==> src/oal_pkg.sv <==
package oal_pkg;

    localparam int CAPACITY = 128;

    localparam int POS_W   = 7;
    localparam int VAL_W   = 32;
    localparam int STAT_W  = 3;
    localparam int FIDX_W  = 7;
    localparam int COUNT_W = 8;
    localparam int ACT_W   = 2;

    localparam int IDX_W = $clog2(CAPACITY);
    localparam int CNT_W = $clog2(CAPACITY + 1);
    localparam int CMP_W = (CNT_W > POS_W) ? CNT_W : POS_W;

    localparam logic [ACT_W-1:0] ACT_INSERT = 2'd0;
    localparam logic [ACT_W-1:0] ACT_DELETE = 2'd1;
    localparam logic [ACT_W-1:0] ACT_SEARCH = 2'd2;

    localparam logic [STAT_W-1:0] ST_OK       = 3'd0;
    localparam logic [STAT_W-1:0] ST_FULL     = 3'd1;
    localparam logic [STAT_W-1:0] ST_EMPTY    = 3'd2;
    localparam logic [STAT_W-1:0] ST_BADPOS   = 3'd3;
    localparam logic [STAT_W-1:0] ST_NOTFOUND = 3'd4;

endpackage

==> src/oal_ram.sv <==
module oal_ram #(
    parameter int DEPTH = 128,
    parameter int WIDTH = 32
) (
    input  logic                     clk,
    input  logic                     we,
    input  logic [$clog2(DEPTH)-1:0] waddr,
    input  logic [WIDTH-1:0]         wdata,
    input  logic                     re,
    input  logic [$clog2(DEPTH)-1:0] raddr,
    output logic [WIDTH-1:0]         rdata
);

    logic [WIDTH-1:0] mem [DEPTH];

    always_ff @(posedge clk)
    begin
        if (we)
        begin
            mem[waddr] <= wdata;
        end
    end

    always_ff @(posedge clk)
    begin
        if (re)
        begin
            rdata <= mem[raddr];
        end
    end

endmodule

==> src/ordered_array_list_engine.sv <==
// channel   | signals                                  | transfer
// ----------+------------------------------------------+---------------------------
// request   | action, position, value                  | start high while busy low
// result    | status, item_out, found_index, count     | done high, one cycle
//
// entries sit in a single memory with one read and one write port, one entry
// per cycle: insert moves the entries from position on up, then writes the
// value (no moves when appending); delete moves later entries down one;
// search reads from index 0 to a hit or the end; errors go straight to done
// reset clears length and control only; the memory contents are not cleared
// busy stays high until the cycle after done; results are never held back
module ordered_array_list_engine (
    input  logic                              clk,
    input  logic                              rst_n,
    input  logic                              start,
    output logic                              busy,
    input  logic [oal_pkg::ACT_W-1:0]         action,
    input  logic [oal_pkg::POS_W-1:0]         position,
    input  logic signed [oal_pkg::VAL_W-1:0]  value,
    output logic                              done,
    output logic [oal_pkg::STAT_W-1:0]        status,
    output logic signed [oal_pkg::VAL_W-1:0]  item_out,
    output logic [oal_pkg::FIDX_W-1:0]        found_index,
    output logic [oal_pkg::COUNT_W-1:0]       count
);

    localparam logic [2:0] S_IDLE   = 3'd0;
    localparam logic [2:0] S_UP     = 3'd1;
    localparam logic [2:0] S_DOWN   = 3'd2;
    localparam logic [2:0] S_SEARCH = 3'd3;
    localparam logic [2:0] S_DONE   = 3'd4;

    logic [2:0]                    state_reg, state_next;
    logic [oal_pkg::CNT_W-1:0]     cnt_reg, cnt_next;
    logic [oal_pkg::CMP_W-1:0]     cur_reg, cur_next;
    logic                          pend_reg, pend_next;
    logic                          first_reg, first_next;
    logic [oal_pkg::IDX_W-1:0]     dst_reg, dst_next;
    logic [oal_pkg::POS_W-1:0]     pos_reg, pos_next;
    logic [oal_pkg::VAL_W-1:0]     val_reg, val_next;
    logic [oal_pkg::STAT_W-1:0]    stat_reg, stat_next;
    logic [oal_pkg::VAL_W-1:0]     item_reg, item_next;
    logic [oal_pkg::IDX_W-1:0]     fidx_reg, fidx_next;

    logic                          we, re;
    logic [oal_pkg::IDX_W-1:0]     waddr, raddr;
    logic [oal_pkg::VAL_W-1:0]     wdata, rdata;

    logic [oal_pkg::CMP_W-1:0]     cnt_ext, pos_ext, cur_dec;

    oal_ram #(
        .DEPTH (oal_pkg::CAPACITY),
        .WIDTH (oal_pkg::VAL_W)
    ) u_ram (
        .clk   (clk),
        .we    (we),
        .waddr (waddr),
        .wdata (wdata),
        .re    (re),
        .raddr (raddr),
        .rdata (rdata)
    );

    assign cnt_ext = oal_pkg::CMP_W'(cnt_reg);
    assign pos_ext = oal_pkg::CMP_W'(pos_reg);
    assign cur_dec = cur_reg - oal_pkg::CMP_W'(1);

    always_comb
    begin
        state_next = state_reg;
        cnt_next   = cnt_reg;
        cur_next   = cur_reg;
        pend_next  = 1'b0;
        first_next = 1'b0;
        dst_next   = dst_reg;
        pos_next   = pos_reg;
        val_next   = val_reg;
        stat_next  = stat_reg;
        item_next  = item_reg;
        fidx_next  = fidx_reg;
        we         = 1'b0;
        waddr      = dst_reg;
        wdata      = rdata;
        re         = 1'b0;
        raddr      = cur_reg[oal_pkg::IDX_W-1:0];

        case (state_reg)
            S_IDLE:
            begin
                if (start)
                begin
                    pos_next  = position;
                    val_next  = value;
                    stat_next = oal_pkg::ST_OK;
                    item_next = '0;
                    fidx_next = '0;
                    state_next = S_DONE;
                    case (action)
                        oal_pkg::ACT_INSERT:
                        begin
                            if (cnt_reg >= oal_pkg::CNT_W'(oal_pkg::CAPACITY))
                            begin
                                stat_next = oal_pkg::ST_FULL;
                            end
                            else if (oal_pkg::CMP_W'(position) > cnt_ext)
                            begin
                                stat_next = oal_pkg::ST_BADPOS;
                            end
                            else
                            begin
                                cur_next   = cnt_ext;
                                state_next = S_UP;
                            end
                        end
                        oal_pkg::ACT_DELETE:
                        begin
                            if (cnt_reg == '0)
                            begin
                                stat_next = oal_pkg::ST_EMPTY;
                            end
                            else if (oal_pkg::CMP_W'(position) >= cnt_ext)
                            begin
                                stat_next = oal_pkg::ST_BADPOS;
                            end
                            else
                            begin
                                cur_next   = oal_pkg::CMP_W'(position);
                                state_next = S_DOWN;
                            end
                        end
                        oal_pkg::ACT_SEARCH:
                        begin
                            cur_next   = '0;
                            state_next = S_SEARCH;
                        end
                        default:
                        begin
                            stat_next = oal_pkg::ST_BADPOS;
                        end
                    endcase
                end
            end
            S_UP:
            begin
                // read entry cur-1, write it one place up next cycle
                we = pend_reg;
                re = (cur_reg > pos_ext);
                raddr = cur_dec[oal_pkg::IDX_W-1:0];
                if (re)
                begin
                    cur_next  = cur_dec;
                    pend_next = 1'b1;
                    dst_next  = cur_reg[oal_pkg::IDX_W-1:0];
                end
                else if (!pend_reg)
                begin
                    we         = 1'b1;
                    waddr      = oal_pkg::IDX_W'(pos_reg);
                    wdata      = val_reg;
                    cnt_next   = cnt_reg + oal_pkg::CNT_W'(1);
                    state_next = S_DONE;
                end
            end
            S_DOWN:
            begin
                // first read is the removed entry, later ones move down one
                we = pend_reg && !first_reg;
                re = (cur_reg < cnt_ext);
                if (pend_reg && first_reg)
                begin
                    item_next = rdata;
                end
                if (re)
                begin
                    cur_next   = cur_reg + oal_pkg::CMP_W'(1);
                    pend_next  = 1'b1;
                    first_next = (cur_reg == pos_ext);
                    dst_next   = cur_dec[oal_pkg::IDX_W-1:0];
                end
                else if (!pend_reg)
                begin
                    cnt_next   = cnt_reg - oal_pkg::CNT_W'(1);
                    state_next = S_DONE;
                end
            end
            S_SEARCH:
            begin
                re = (cur_reg < cnt_ext);
                if (re)
                begin
                    cur_next  = cur_reg + oal_pkg::CMP_W'(1);
                    pend_next = 1'b1;
                    dst_next  = cur_reg[oal_pkg::IDX_W-1:0];
                end
                if (pend_reg && (rdata == val_reg))
                begin
                    fidx_next  = dst_reg;
                    pend_next  = 1'b0;
                    state_next = S_DONE;
                end
                else if (!re && !pend_reg)
                begin
                    stat_next  = oal_pkg::ST_NOTFOUND;
                    state_next = S_DONE;
                end
            end
            S_DONE:
            begin
                state_next = S_IDLE;
            end
            default:
            begin
                state_next = S_IDLE;
            end
        endcase
    end

    always_ff @(posedge clk or negedge rst_n)
    begin
        if (!rst_n)
        begin
            state_reg <= S_IDLE;
            cnt_reg   <= '0;
            pend_reg  <= 1'b0;
            first_reg <= 1'b0;
        end
        else
        begin
            state_reg <= state_next;
            cnt_reg   <= cnt_next;
            pend_reg  <= pend_next;
            first_reg <= first_next;
        end
    end

    always_ff @(posedge clk)
    begin
        cur_reg  <= cur_next;
        dst_reg  <= dst_next;
        pos_reg  <= pos_next;
        val_reg  <= val_next;
        stat_reg <= stat_next;
        item_reg <= item_next;
        fidx_reg <= fidx_next;
    end

    assign busy        = (state_reg != S_IDLE);
    assign done        = (state_reg == S_DONE);
    assign status      = stat_reg;
    assign item_out    = item_reg;
    assign found_index = oal_pkg::FIDX_W'(fidx_reg);
    assign count       = oal_pkg::COUNT_W'(cnt_reg);

endmodule
==> config.mk <==
export PLATFORM = sky130hd
export DESIGN_NAME = ordered_array_list_engine
export DESIGN_NICKNAME = d
export VERILOG_FILES = /design/src/oal_pkg.sv /design/src/oal_ram.sv /design/src/ordered_array_list_engine.sv
export SDC_FILE = /design/constraint.sdc
export NUM_CORES = 2
export LEC_CHECK = 0
export ABC_AREA = 1
export BUFFER_PORTS_ARGS = -buffer_cell sky130_fd_sc_hd__buf_2
export CORE_ASPECT_RATIO = 0.5
export CORE_MARGIN = 3
export CORE_UTILIZATION = 29
export CTS_CLUSTER_DIAMETER = 50
export CTS_CLUSTER_SIZE = 20
export DETAILED_ROUTE_END_ITERATION = 6
export GPL_ROUTABILITY_DRIVEN = 0
export SYNTH_ARGS = -nofsm -noshare
export SYNTH_HDL_FRONTEND = slang
export SYNTH_SLANG_ARGS = --single-unit
export TNS_END_PERCENT = 100
==> constraint.sdc <==
create_clock -name clk -period 9.55 [get_ports clk]
set_input_delay 1.4325 -clock clk [delete_from_list [all_inputs] [get_ports clk]]
set_output_delay 1.4325 -clock clk [all_outputs]
set_load 0.005 [all_outputs]
Word-level counts from Yosys, hierarchy flattened
Memories as Yosys holds them, arrays and structs flattened. A register that Yosys moved wholly into a read port is not among the register bits.
Cells that the tools add are included.
{"block": "classes", "n_eq_ne": 27, "addsub": 4, "reduce_logical": 25, "order_cmp": 5, "muxes": 62}
{"operator": "$mux 32", "n": 5}
{"operator": "$mux 8", "n": 11}
{"operator": "$pmux 32 s2", "n": 1}
{"operator": "$mux 7", "n": 9}
{"operator": "$pmux 8 s3", "n": 2}
{"operator": "$mux 3", "n": 12}
{"operator": "$eq 32x32->1", "n": 1}
{"operator": "$ne 2x2->1 const B", "n": 12}
{"operator": "$pmux 7 s3", "n": 1}
{"operator": "$add 8x1->8 const B", "n": 2}
{"operator": "$pmux 8 s2", "n": 1}
{"operator": "$sub 8x1->8 const B", "n": 2}
{"operator": "$ne 3x3->1 const B", "n": 5}
{"operator": "$pmux 7 s2", "n": 1}
{"operator": "$pmux 3 s4", "n": 1}
{"operator": "$reduce_and 4->1", "n": 3}
{"operator": "$pmux 3 s3", "n": 1}
{"operator": "$reduce_and 9->1", "n": 1}
{"operator": "$reduce_bool 3->1", "n": 3}
{"operator": "$eq 8x7->1", "n": 1}
{"operator": "$ge 7x8->1", "n": 1}
{"operator": "$ge 8x8->1 const B", "n": 1}
{"operator": "$gt 7x8->1", "n": 1}
{"operator": "$gt 8x7->1", "n": 1}
{"operator": "24 further kinds", "n": 44}
{"block": "totals", "register_bits": 109, "input_bits": 44, "out_inout_bits": 52, "n_memories": 1, "mem_bits_rw": 4096, "word_cells": 135}
{"name": "u_ram.mem", "words": 128, "width": 32, "rd": 1, "rd_ports_with_merged_regs": 1, "wr": 1, "line": "oal_ram.sv:14", "rtl": "logic [WIDTH-1:0] mem [DEPTH];"}

Logic depth before layout (Yosys ltp)
{"block": "logic_depth", "ltp_word": 6, "depth_mapped": 19, "depth_no_buf": 17}

Hierarchy
From an unflattened synthesis, not the netlist that was laid out.
{"block": "unflattened", "hier_cells": 14130, "area_unflattened_um2": 171331.8}
{"mod": "oal_ram", "cells_each": 13389, "area_each_um2": 164954.5, "instances": 1, "seq_area_each_um2": 123958.9}
{"mod": "ordered_array_list_engine", "cells_each": 741, "area_each_um2": 6377.4, "instances": 1, "seq_area_each_um2": 3208.1}

Worst setup path before layout
No wires, ideal clock.
{"block": "synth_timing", "path_kind": "flip-flop to flip-flop", "startpoint": "reg cur_reg[5] (netlist name)", "endpoint": "mem u_ram.mem[0][0] (data pin)", "setup_ns": 1.197, "path_buffers": 2, "slack_ns": 1.622, "synth_period_minus_slack_ns": 7.928, "arrival_time_ns": 6.730, "t_required_ns": 8.353, "stages_incl_launch_ff": 10, "path_cell_list": "edfxtp_1 -> ha_1 -> nand2_1 -> nor3_2 -> nand4_1 -> nand2_4 -> nand3_4 -> buf_6 -> clkbuf_1 -> o21ai_0"}
{"block": "synth_via", "elab_chain_len": 3}
{"element": "start, declared", "line": "ordered_array_list_engine.sv:35", "rtl": "logic [oal_pkg::CMP_W-1:0] cur_reg, cur_next;"}
{"element": "start signal, assigned", "line": "ordered_array_list_engine.sv:238", "rtl": "cur_reg <= cur_next;"}
{"element": "$gt 8x7->1", "line": "ordered_array_list_engine.sv:147", "rtl": "re = (cur_reg > pos_ext);"}
{"element": "$mux 32", "line": "ordered_array_list_engine.sv:149", "rtl": "if (re)"}
{"element": "$mux 32", "line": "ordered_array_list_engine.sv:87", "rtl": "case (state_reg)"}
{"element": "named net u_ram.wdata[0]", "line": "oal_ram.sv:8", "rtl": "input logic [WIDTH-1:0] wdata,"}
{"element": "end, declared", "line": "oal_ram.sv:14"}
The timed path passes the listed nets, and every way through them passes these cells.

Worst setup path in the final report
{"block": "layout_timing", "startpoint": "reg state_reg[2]", "endpoint": "reg u_ram.rdata[11], read port of u_ram.mem (data pin)"}
{"block": "layout_via", "elab_chain_len": 3, "word_cells_on_any_way": 6, "classes_between": "eq/ne (3); mux (2); reduce/logical (1)"}
{"element": "start, declared", "line": "ordered_array_list_engine.sv:33", "rtl": "logic [2:0] state_reg, state_next;"}
{"element": "start signal, assigned", "line": "ordered_array_list_engine.sv:229", "rtl": "state_reg <= state_next;"}
{"element": "$eq 3x2->1", "line": "ordered_array_list_engine.sv:87"}
{"element": "$reduce_or 2->1 (no source line)"}
{"element": "$pmux 1 s2", "line": "ordered_array_list_engine.sv:87"}
{"element": "end, declared", "line": "oal_ram.sv:11", "rtl": "output logic [WIDTH-1:0] rdata"}
Parallel ways exist; a longest one is shown, timed or not.
A chain may end at the register's enable or synchronous reset.

==> impl_metrics.ini <==
[power_and_ir_drop]
power.switching_uw = 32800
p_leak_uw = 0.0696
power_density_nw_per_um2 = 368
power_switching_share_pct = 44.3
power_uw = 74100
comb_power_share_pct = 43.6
irDropWorstVdd_mv = 0.452
power_frac_seq_pct = 32.8
p_clk_share_pct = 23.6
p_int_uw = 41300

[logic_synthesis]
synth_cells = 14100
synth_top_cell_by_area = edfxtp_1
ys_ff_latch = 4237
ys_types = 47
synth.top_cell.area_share_pct = 72.4
yosys-top-cells-count = edfxtp_1, nand2_1, nand3_1, a21boi_0, clkbuf_1
avgSynthCellArea_um2 = 12.4
yosysSeqAreaShare_pct = 72.6
ys_warn_count = 0
synthFlopType = edfxtp_1
syn_area_um2 = 175000
ys_top_cells_by_area = edfxtp_1, nand2_1, nand3_1
synth_most_common_cell = edfxtp_1
synth_edf_count = 4224
synth-async-reset-ratio_pct = 0.307
synth_nets = 14200

[global_routing]
grt_usage_pct = 17.7
grt_pass1_vias = 110000
grt_max_degree = 168
antenna_found_initial = 24
grt_pass1_wl_um = 807000
grt.overflow.total = 0

[drt]
vias = 116000
avgRoutedWirePerCell_um = 25.5
dr.first_iter.drc_count = 15900
vias_per_cell = 5.19
routed_wl_um = 573000
ant_nets = 0
first_pass_iters = 6
drc = 0

[worst_setup_path]
r2r_slack_ns = 3.39
end_kind = register
critPathMaxFanout = 160
critPathLaunchType = register
timing.rr.end = u_ram.rdata[11]
worstPathArrival_ns = 6.91
crit_type = reg2reg
ff2ff_path_depth = 15
cp.required_ns = 10.29
reg2reg_from = state_reg[2]

[clock_network]
clk_latency_ns = 1.01
cts_buffers = 411
postCtsHoldBufs = 0
htreeDepth = 5
postCtsSetupRepairBufs = 0
ctsRootBufferMaster = clkbuf_16
clock_path_buffers = 4
cts_sinks = 4237
cts_tree = done
postCtsResizedCells = 0
clkTransAtPathRegs_ns = 0.07

[floorplan]
start_util_pct = 29.2
core-area_um2 = 601000
placementRows = 201
io_pins = 96
die-area_um2 = 614000
die_w_um = 1110
die_h_um = 556

[cells_and_area]
largest_register_ffs = 4096
postLayoutCellArea_um2 = 201000
syn_to_final_growth_pct = 14.9
regMostFlops = u_ram.mem
fin_nets = 14100
fin_util_pct = 33.5
fill_cells = 58100
drive_above_1_share_pct = 11.6

[timing]
timing.fmax_mhz = 162
fin_crit_ns = 6.16
setup_viol = 0
setup_tns_ns = 0
rsz0062_at_grt = no
drv_slew = 0
hold_viol = 0
period_share_pct = 64.5
slew_headroom_pct = 3.80
skew_ns = 0.0821
max_slew.worst_pin.slew_ns = 1.43

[run]
cap_violations = 0

[status]
status = finished clean

[placed_design]
place_area_um2 = 187000
port-buffer-count = 95
dp_hpwl_um = 293000

[worst_hold_path]
hp-class = in2async
## power groups by stage
stage | clock, uW | combinational [uW] | sequential, uW
4_1_cts | 17600 | 31800 | 24300
2_1_floorplan | 0 | 18700 | 25600
5_1_grt | 18400 | 34400 | 24300
6_report | 17500 | 32300 | 24300
3_3_place_gp | 0 | 31400 | 24700
3_5_place_dp | 0 | 31700 | 24700
## area by class of cell
type | instances | area, um^2 | share of cell area (%)
well taps | 8018 | 10000 | 4.98
clock inverters | 339 | 4110 | 2.04
inverters | 286 | 1080 | 0.538
diodes | 7 | 17.5 | 0.00870
repair buffers | 440 | 3670 | 1.82
flip-flops and latches | 4237 | 127000 | 63.2
clock buffers | 436 | 10500 | 5.24
multi-input cells | 8663 | 44700 | 22.2
## cells in the final DEF (no fill, tap or decap), types with 39 or more instances in the layout
cell type / count
edfxtp_1: 4224
nand2_1: 3690
nand3_1: 2503
a21boi_0: 873
clkbuf_16: 419
o21ai_0: 352
mux2i_1: 320
buf_4: 297
or2_2: 282
inv_1: 275
nor2_1: 211
nor2_4: 130
buf_2: 95
nand3b_1: 87
inv_6: 74
inv_8: 59
buf_12: 48
clkinv_8: 40
clkinv_4: 39
## how the worst max path moves through the flow
stage                            endpoint  depth (start not counted)         start  slack [ns]
after floorplan           u_ram.mem[0][0]                          9    cur_reg[5]        1.62
after global placement    u_ram.rdata[11]                         15  state_reg[2]        3.83
after detailed placement  u_ram.rdata[11]                         15  state_reg[2]        3.77
after CTS                 u_ram.rdata[11]                         15  state_reg[2]        3.80
after global routing      u_ram.rdata[11]                         15  state_reg[1]        3.42
final                     u_ram.rdata[11]                         15  state_reg[2]        3.39
## critical path: stages (launching register included)
cell	delay [ns]
dfrtp_1	0.43
nor2_4	0.25
nand2_4	0.17
inv_2	0.42
ha_4	0.44
buf_4	0.74
buf_4	0.60
buf_12	0.45
mux2i_1	0.27
nand2_1	0.07
nand3_1	0.10
nand3_1	0.08
nand3_1	0.22
nand3_1	0.36
nand3_1	0.52
nand2_1	0.11
## kinds of logic after synthesis
group	share of synthesized area, %
xor gates and xnor gates	0.115
buffers and inverters	2.77
DFF	72.6
muxes	1.83
adders and majority gates	0.254
and+or+nand+nor	17.4
AOI/OAI and AO/OA	5.03
## metrics by stage
step           setup slack (ns)  std cells  hold WS, ns
3_3_place_gp               3.83      21600        0.596
4_1_cts                    3.80      22400        0.288
6_report                   3.39      22400        0.335
5_1_grt                    3.42      22400        0.326
3_5_place_dp               3.77      21600        0.598
2_1_floorplan              1.62      14100        0.524
## routing by layer
metal	GRT usage (%)	up-vias	share of wire [%]
met5	0	-	0.0030
met4	8.36	2	5.3
met3	3.26	1222	10
met2	28.5	6582	46
met1	23.3	58300	39
li1	-	50300	-
(Power assumes the default switching activity.)
